`src/hw/rtl/assert_macros.svh`:
```
// assertion macros included by the top-level layout file
`ifndef ASSERT_MACROS_SVH
`define ASSERT_MACROS_SVH
`ifndef ASSERT_OFF
// same-cycle implication
`define ASSERT_IMPLIES(label, clk, rst, ante, cons) \
   label: assert property (@(posedge clk) disable iff (rst) (ante) |-> (cons)) \
      else $error("assertion failed: same-cycle implication");
// next-cycle implication
`define ASSERT_NEXT(label, clk, rst, ante, cons) \
   label: assert property (@(posedge clk) disable iff (rst) (ante) |=> (cons)) \
      else $error("assertion failed: next-cycle implication");
`else
`define ASSERT_IMPLIES(label, clk, rst, ante, cons)
`define ASSERT_NEXT(label, clk, rst, ante, cons)
`endif
`endif

```
`src/hw/rtl/fdl_ram.sv`:
```
// generic single-port-write ram with registered read
`default_nettype none
module fdl_ram #(
   parameter int WIDTH = 8,
   parameter int DEPTH = 16
) (
   input  wire logic                     clock,
   input  wire logic                     wr_en,
   input  wire logic [$clog2(DEPTH)-1:0] wr_addr,
   input  wire logic [WIDTH-1:0]         wr_data,
   input  wire logic [$clog2(DEPTH)-1:0] rd_addr,
   output logic      [WIDTH-1:0]         rd_data
);
   logic [WIDTH-1:0] mem_ff [DEPTH];
   logic [WIDTH-1:0] rd_data_ff;

   always_ff @(posedge clock) begin
      if (wr_en) begin
         mem_ff[wr_addr] <= wr_data;
      end
      rd_data_ff <= mem_ff[rd_addr];
   end

   assign rd_data = rd_data_ff;
endmodule
`default_nettype wire

```
`config.mk`:
```
export PLATFORM = sky130hd
export DESIGN_NAME = fdl_ram
export DESIGN_NICKNAME = d
export VERILOG_FILES = /design/src/hw/rtl/assert_macros.svh /design/src/hw/rtl/fdl_ram.sv
export SDC_FILE = /design/constraint.sdc
export NUM_CORES = 1
export LEC_CHECK = 0
export BUFFER_PORTS_ARGS = -buffer_cell sky130_fd_sc_hd__buf_4
export CAP_MARGIN = 25
export CORE_ASPECT_RATIO = 2
export CORE_MARGIN = 8
export CORE_UTILIZATION = 58
export CTS_BUF_LIST = sky130_fd_sc_hd__clkbuf_4
export DETAILED_ROUTE_END_ITERATION = 10
export GPL_TIMING_DRIVEN = 0
export PLACE_DENSITY = 0.81
export SYNTH_ARGS = -nofsm -noshare
export SYNTH_HDL_FRONTEND = slang
export SYNTH_SLANG_ARGS = --single-unit
```
`constraint.sdc`:
```
create_clock -name clock -period 3.57 [get_ports clock]
set_clock_uncertainty 0.1 [all_clocks]
set_input_delay 0.714 -clock clock [delete_from_list [all_inputs] [get_ports clock]]
set_output_delay 0.714 -clock clock [all_outputs]
set_load 0.005 [all_outputs]
```
==> impl_metrics.tcl, run 1 <==
set metrics [dict create \
    ys_seq_elements 136 \
    relSlewSlack_pct 45.1 \
    mostFrequentLayoutCell "edfxtp_1" \
    hold_ws_ns 0.432 \
    place_congestion 0.796 \
    design_area_um2 5710 \
    syn2layout_area_growth_pct 10.9 \
    critPathKind "in2reg" \
    cts.reportedPaths.clkPinSlew_ns 0.10 \
    p_leak_uw 0.00191 \
    min_period_ns 1.97 \
    antenna_found_initial 1 \
    most-common-layout-cells "128 x edfxtp_1, 27 x buf_4, 19 x clkbuf_4, 18 x mux4_2, 16 x a22oi_1" \
    die_h_um 149 \
    r2r_start "mem_ff[2][3]$_DFFE_PP_" \
    dp_cells 357 \
    tightest_slew_ns 0.820 \
    synth_warnings 0 \
    postRouteAntennaNets 0 \
    slew_violations 0 \
    routedWlPerCell_um 23.9 \
    io_buffers 24 \
    status "finished clean" \
    worst-path-buf-inv 1 \
    grt_util_all_layers_pct 16.7 \
    synth_top_area_cell "edfxtp_1" \
    rsz0062_at_grt "no" \
    whs_path_depth 1 \
    hp-start "wr_data[6]" \
    hp-class "in2reg" \
    worstHoldEndpoint "mem_ff[6][6]$_DFFE_PP_" \
    wl_met1_um 3350 \
    end_kind "register" \
    cts_tree "built" \
    fp.dieW_um 82.6 \
    cts_root_buffer "clkbuf_4" \
    syn_nets 247 \
    power.density_nw_per_um2 488 \
    cts_sinks 136 \
    critPathMaxStageDelay_ns 0.65 \
    wl_um 9330 \
    synth_top_area_share_pct 74.7 \
    ctsHoldBuffers 0 \
    drv_cap 0 \
    critPathTopFamily "simple AND/OR/NAND/NOR gates" \
    topRoutingLayerUsed "met4" \
    fin_nets 294 \
    grt_overflow 0 \
    path_cells "buf_4 -> or3b_2 -> nor2_1" \
    grt_pass1_vias 2540 \
    first_iter_violations 163 \
    syn_avg_cell_area_um2 22.5 \
    hpwlAfterDp_um 6480 \
    setup_viol 0 \
    synth_area_leaders "edfxtp_1 75%, mux4_2 7.9%, mux4_1 7.1%" \
    start_util_pct 59.5 \
    worst_setup_path_start_kind "input port" \
    vdd_drop_max_mv 0.311 \
    netlist_area_um2 5150 \
    synth_cell_type_count 19 \
    synth_cells 229 \
    core.rowCount 48 \
    critPathArrivalTime_ns 2.00 \
    tns_ns 0 \
    r2r_setup_slack_ns 2.07 \
    final-hold-violation-count 0 \
    vias_per_cell 6.06 \
    grt_max_degree 17 \
    crit_fanout 8 \
    reg2reg_depth 3 \
    ys_seq_area_share_pct 77.8 \
    ios 26 \
    first_pass_iters 4 \
    crit_path_top_delay_cell "nor2_1" \
    grt_pass1_wl_um 13900 \
    placed_cell_area_um2 5480 \
    post-route-period-util_pct 55.2 \
    post_cts_resized 0 \
    clkLatencyLatePin_ns 0.50 \
    drc_errors 0 \
    vias 2365 \
    core-area_um2 8650 \
    fp.dieArea_um2 12300 \
    wl_met2_um 5050 \
    max_freq_mhz 507 \
    r2r-end "rd_data[3]$_DFF_P_" \
    layout-drive-gt1-share_pct 28.7 \
    fin_cells 390 \
    cts_buffer_depth 2 \
    cp.required_ns 3.60 \
    cts_max_level 4 \
    dr_wl_met3_um 504 \
    cts_inserted_buffers 17 \
    post_cts_buffers 0 \
]
==> worst max path at each step <==
stage,start,slack (ns),to,cells past startpoint
after floorplan,wr_addr[2],1.26,mem_ff[0][0]$_DFFE_PP_,2
after global placement,wr_addr[2],0.75,mem_ff[0][2]$_DFFE_PP_,3
after detailed placement,wr_addr[2],1.08,mem_ff[3][2]$_DFFE_PP_,3
after CTS,wr_addr[2],1.63,mem_ff[3][6]$_DFFE_PP_,3
after global routing,wr_addr[2],1.56,mem_ff[2][1]$_DFFE_PP_,3
final,wr_addr[2],1.60,mem_ff[2][3]$_DFFE_PP_,3
==> report_power, final <==
| part | switching, uW | internal (uW) | leakage (uW) |
|---|---|---|---|
| clock | 478 | 341 | 0.000127 |
| combinational | 95.5 | 82.2 | 0.000556 |
| sequential | 9.06 | 1780 | 0.00122 |
| total | 583 | 2210 | 0.00191 |
==> Yosys cell counts <==
master           number
edfxtp_1            128
mux4_2               18
a22oi_1              16
mux4_1               14
nor2_1               13
nand2_1               9
dfxtp_1               8
nor3_1                4
buf_2                 3
buf_6                 3
clkdlybuf4s25_2       3
nand2b_1              2
nand3b_1              2
and2_1                1
and2b_1               1
buf_4                 1
nand3_1               1
nor2b_1               1
or3b_2                1
==> cells by family after synthesis <==
kind of cell           count (synthesis)  share of synthesized area, %
muxes                                 32                          15.0
buffers and inverters                 10                          1.68
AOI/OAI and AO/OA                     16                          2.33
DFF                                  136                          77.8
and+or+nand+nor                       35                          3.18
==> per-stage QoR <==
step	total power (uW)	setup WS, ns	utilization [%]
floorplan	1920	1.26	-
global placement	2000	0.753	63.0
detailed placement	2010	1.08	63.3
CTS	2810	1.63	66.0
global route	2880	1.56	66.0
finish	2790	1.60	66.0
==> routing by layer <==
layer | track usage [%] | vias to the layer above
li1 | - | 1070
met1 | 17.8 | 1171
met2 | 27.8 | 102
met3 | 4.47 | 22
met4 | 10.4 | 0
met5 | 0 | -
==> sequential cells by signal (all words and copies together) (netlist names) <==
name     cells
mem_ff     128
rd_data      8
==> layout make-up <==
cell class                      count  area (um^2)
Antenna cell                        1         2.50
Buffer                             10         86.3
Clock buffer                       19          143
Clock inverter                     13         87.6
Fill cell                         590         2940
Multi-Input combinational cell     83         1060
Sequential cell                   136         4000
Tap cell                          100          125
Timing Repair Buffer               28          205
==> worst reg2reg max path, delay by kind of cell (launching register included) <==
family | cells | cell delay (ns)
AO/OA/AOI/OAI | 1 | 0.28
flip-flops | 1 | 0.38
multiplexers | 1 | 0.55
AND/OR/NAND/NOR | 1 | 0.09
No activity file was read; power rests on OpenSTA's default activity.
==> run 2, diff against run 1 <==
- CORE_UTILIZATION: 58 -> 57
- PLACE_DENSITY: 0.81 -> 0.83
- clock period: 3.57 -> 1.6 ns (I/O delays scaled with it)
==> run 2 against run 1 <==
Compared with the run above:
- sequential share of layout area fell by 0.97 points
- die area increased by 1.5%
- via count increased by 3.1%
- combinational power up 130%
- critical path type is now reg2reg
- largest power group unchanged
==> impl_metrics.tcl, run 2 (synthesis gave the netlist of run 1 again) <==
set metrics [dict create \
    topRoutingLayerUsed "met4" \
    drv_cap 0 \
    grt_util_all_layers_pct 16.2 \
    wl_um 9590 \
    fin_nets 298 \
    fin_cells 395 \
    largest_reg_flops 128 \
    grt_max_degree 17 \
    dr_wl_met3_um 578 \
    critPathArrivalTime_ns 1.87 \
    hpwlAfterDp_um 6540 \
    cp.required_ns 1.92 \
    tightest_slew_ns 0.818 \
    r2r_setup_slack_ns 0.05 \
    fp.dieW_um 83.2 \
    grt_pass1_wl_um 14600 \
    rsz0062_at_grt "no" \
    end_kind "register" \
    crit_fanout 1 \
    start_util_pct 57.9 \
    top_register "mem_ff" \
    antenna_found_initial 0 \
    drc_errors 0 \
    clkLatencyLatePin_ns 0.53 \
    place_congestion 0.823 \
    power.density_nw_per_um2 1100 \
    routedWlPerCell_um 24.3 \
    setup_slack_ns 0.0477 \
    cts.reportedPaths.clkPinSlew_ns 0.11 \
    mostFrequentLayoutCell "edfxtp_1" \
    reg2reg_depth 3 \
    grt_pass1_vias 2536 \
    slew_violations 0 \
    grt_overflow 0 \
    cts_max_level 4 \
    tns_ns 0 \
    whs_path_depth 1 \
    core-area_um2 8890 \
    cts_buffer_depth 2 \
    p_leak_uw 0.00194 \
    min_period_ns 1.55 \
    seq_area_um2 4000 \
    final-hold-violation-count 0 \
    status "finished clean" \
    postRouteAntennaNets 0 \
    max_freq_mhz 644 \
    post-route-period-util_pct 97.0 \
    cts_inserted_buffers 17 \
    vias 2438 \
    power_uw 6350 \
    io_buffers 24 \
    cts_root_buffer "clkbuf_4" \
    multi_input_area_um2 1070 \
    vdd_drop_max_mv 0.848 \
    vias_per_cell 6.17 \
    hp-class "in2reg" \
    num_antenna_cells 0 \
    first_pass_iters 5 \
    nFillCells 558 \
    first_iter_violations 184 \
    core.rowCount 49 \
    wl_met1_um 3380 \
    cts_tree "built" \
    fp.dieArea_um2 12500 \
    dp_slack_ns -0.524 \
    most-common-layout-cells "128 x edfxtp_1, 26 x buf_4, 21 x clkbuf_4, 18 x mux4_2, 16 x a22oi_1" \
    layout-drive-gt1-share_pct 30.0 \
    critPathKind "reg2reg" \
    wl_met2_um 5270 \
    ios 26 \
    setup_viol 0 \
    worst_setup_path_start_kind "register" \
    dp_cells 356 \
    cts_sinks 136 \
    die_h_um 150 \
    syn2layout_area_growth_pct 12.5 \
    relSlewSlack_pct 45.3 \
]
-- run 2: path summary, 6_finish.rpt --
check	start	end
worst max register to register	mem_ff[1][1]$_DFFE_PP_	rd_data[1]$_DFF_P_
worst min register to register	mem_ff[14][3]$_DFFE_PP_	rd_data[3]$_DFF_P_
worst min-delay path	wr_data[7]	mem_ff[10][7]$_DFFE_PP_
worst max-delay path	mem_ff[1][1]$_DFFE_PP_	rd_data[1]$_DFF_P_
-- run 2: stage by stage --
step / hold WS, ns / util [%] / cell area, um^2
after detailed placement: 0.558 / 61.6 / 5480
after CTS: 0.00113 / 64.7 / 5750
after floorplan: 0.319 / - / 5160
final: 0.0285 / 65.1 / 5790
after global placement: 0.535 / 61.5 / 5470
after global routing: 0.0135 / 65.1 / 5790
-- run 2: area by class of cell --
cell class                      instances  share of cell area (%)
Buffer                                 10                    1.49
Clock buffer                           21                    2.72
Clock inverter                         11                    1.43
Multi-Input combinational cell         83                    18.6
Sequential cell                       136                    69.1
Tap cell                              102                    2.20
Timing Repair Buffer                   32                    4.45
-- run 2: power breakdown --
group	internal [uW]	switching (uW)
sequential	3980	19.3
clock	815	1120
combinational	194	220
-- run 2: per-layer routing --
metal	up-vias	GRT usage (%)
li1	1076	-
met1	1232	16.1
met2	109	28.5
met3	21	5.53
met4	0	9.29
met5	-	0
-- run 2: timing repair --
action                                  CTS  global route
endpoints found under the hold margin    13            36
buffers inserted                          0             0
endpoints found under the setup margin    0             3
resized for setup                         0             1
hold buffers                              3             4
-- run 2: critical path: stages, from the launching register on --
cell and delay (ns):
edfxtp_1 0.37, mux4_1 0.57, a22oi_1 0.32, nand2_1 0.09
==> run 3, diff against run 2 <==
- ABC_AREA: unset -> 1
- SKIP_LAST_GASP: unset -> 1
==> run 3 against run 2 <==
Compared with the run above:
- first-iteration DRC count is 39% higher
- global-route usage up 5.5 points
- clock power up 26%
- clock-buffer cell count decreased by 2
- final cell count grew 88%
- critical endpoint is now rd_data[7]
==> impl_metrics.tcl, run 3 <==
set metrics [dict create \
    grt_max_degree 17 \
    vias 3907 \
    post-route-period-util_pct 86.6 \
    hpwlAfterDp_um 9630 \
    setup_viol 0 \
    clkLatencyLatePin_ns 0.52 \
    synth_top_area_share_pct 66.7 \
    p_int_uw 5420 \
    grt_pass1_vias 4020 \
    worstSetupEndpoint "rd_data[7]" \
    first_pass_iters 6 \
    syn2layout_area_growth_pct 11.8 \
    critPathKind "reg2out" \
    die_h_um 158 \
    most-common-layout-cells "173 x nand2_1, 128 x edfxtp_1, 100 x inv_1, 97 x nand3_1, 26 x buf_4" \
    wl_um 13700 \
    power_switching_uw 1570 \
    ys_seq_elements 136 \
    relSlewSlack_pct 43.0 \
    synth_cell_type_count 12 \
    largest_reg_flops 128 \
    fin_nets 612 \
    path_cells "buf_4" \
    cts_sinks 136 \
    worst-path-buf-inv 1 \
    pwr-share-comb_pct 7.7 \
    max_freq_mhz 722 \
    min_period_ns 1.39 \
    p_leak_uw 0.00281 \
    whs_path_depth 1 \
    grt_util_all_layers_pct 21.7 \
    fp.dieArea_um2 13800 \
    yosys-top-cells-count "173 x nand2_1, 128 x edfxtp_1, 100 x inv_1" \
    cts_buffer_depth 2 \
    post_cts_buffers 0 \
    crit_path_top_delay_cell "dfxtp_1" \
    place_congestion 1.06 \
    async_flop_share_pct 0 \
    core.rowCount 52 \
    rsz0062_at_grt "no" \
    top_register "mem_ff" \
    synth_top_area_cell "edfxtp_1" \
    vias_per_cell 5.26 \
    nFillCells 835 \
    antenna_found_initial 1 \
    vdd_drop_max_mv 1.03 \
    worst_setup_path_start_kind "register" \
    r2r-end "rd_data[1]$_DFF_P_" \
    ctsHoldBuffers 0 \
    cp.required_ns 1.18 \
    cts_tree "built" \
    grt_overflow 0 \
    mostFrequentLayoutCell "nand2_1" \
    final-hold-violation-count 0 \
    hp-class "in2reg" \
    end_kind "primary output" \
    slew_violations 0 \
    dp_slack_ns -0.267 \
    power_frac_clock_pct 35.1 \
    grt_pass1_wl_um 21100 \
    crit_fanout 1 \
    power_uw 6990 \
    syn_avg_cell_area_um2 10.5 \
    design_area_um2 6440 \
    seq_area_um2 4000 \
    power_switching_share_pct 22.5 \
    dp_cells 708 \
    ios 26 \
    layout-drive-gt1-share_pct 12.7 \
    core-area_um2 10000 \
    critPathMaxStageDelay_ns 0.32 \
    cts_root_buffer "clkbuf_4" \
    synth_edf_count 128 \
    critPathTopFamily "flip-flops" \
    placed_cell_area_um2 6100 \
    r2r_setup_slack_ns 0.44 \
    tightest_slew_ns 0.852 \
    postRouteAntennaNets 0 \
    synth.most_common_cell "nand2_1" \
    hold_ws_ns 0.0445 \
    cts.reportedPaths.clkPinSlew_ns 0.12 \
    drv_cap 0 \
    start_util_pct 57.6 \
    power.density_nw_per_um2 1080 \
    ys_seq_area_share_pct 69.4 \
    reg2reg_depth 6 \
    routedWlPerCell_um 18.5 \
    synth_area_leaders "edfxtp_1 67%, nand2_1 11%, nand3_1 8.4%" \
    netlist_area_um2 5770 \
    post_cts_resized 0 \
    seqPwrFrac_pct 57.2 \
    status "finished clean" \
    cts_inserted_buffers 17 \
    synth_warnings 0 \
    setup_slack_ns 0.214 \
    io_buffers 22 \
    r2r_start "mem_ff[3][1]$_DFFE_PP_" \
    drc_errors 0 \
    first_iter_violations 256 \
    multi_input_area_um2 1210 \
    critical_path_cell_count 1 \
    fin_cells 743 \
    fp.dieW_um 87.1 \
    syn_nets 569 \
    cts_max_level 4 \
    synth_cells 551 \
    critPathArrivalTime_ns 0.97 \
    synth_ff_type "edfxtp_1" \
    crit_path_start "rd_data[7]$_DFF_P_" \
]
==> run 3: how the worst min path moves through the flow <==
stage	from	end	slack [ns]
6_report	wr_data[0]	mem_ff[2][0]$_DFFE_PP_	0.04
5_1_grt	wr_data[7]	mem_ff[13][7]$_DFFE_PP_	0.004
3_5_place_dp	wr_data[2]	mem_ff[3][2]$_DFFE_PP_	0.56
2_1_floorplan	wr_data[0]	mem_ff[0][0]$_DFFE_PP_	0.32
3_3_place_gp	wr_data[2]	mem_ff[2][2]$_DFFE_PP_	0.56
4_1_cts	wr_data[2]	mem_ff[10][2]$_DFFE_PP_	0.0002
==> run 3: metrics by stage <==
step           util, %  setup TNS (ns)
3_3_place_gp      60.9          -12.54
6_report          64.3               0
4_1_cts           64.1               0
5_1_grt           64.3               0
2_1_floorplan        -               0
3_5_place_dp      60.9          -19.24
==> run 3: cell type report <==
class | instances | area share, %
sequential | 136 | 62.1
multi-input combinational | 289 | 18.8
inverter | 102 | 5.94
timing repair buffer | 24 | 2.87
clock inverter | 13 | 2.78
tap | 135 | 2.62
buffer | 24 | 2.58
clock buffer | 19 | 2.21
antenna | 1 | 0.0388
==> run 3: logic make-up (layout without fill, tap and decap cells) <==
| group | count (synthesis) | in the layout | synth area share, % |
|---|---|---|---|
| flops | 136 | 136 | 69.4 |
| other cells | 0 | 1 | 0 |
| buf+inv | 126 | 182 | 9.52 |
| simple gates | 289 | 289 | 21.0 |
==> run 3: power by group through the flow <==
stage	clock (uW)	sequential, uW	combinational, uW
3_3_place_gp	0	4070	516
5_1_grt	2640	4000	590
2_1_floorplan	0	4080	281
4_1_cts	2480	4000	535
6_report	2450	4000	541
3_5_place_dp	0	4080	531
==> run 3: layer usage <==
| layer | part of all wire (%) | GRT usage [%] | wire, um |
|---|---|---|---|
| met3 | 6.0 | 5.15 | 828 |
| met2 | 54 | 38.9 | 7420 |
| met4 | 6.2 | 15.6 | 855 |
| met5 | 0 | 0 | 0 |
| met1 | 34 | 20.9 | 4610 |
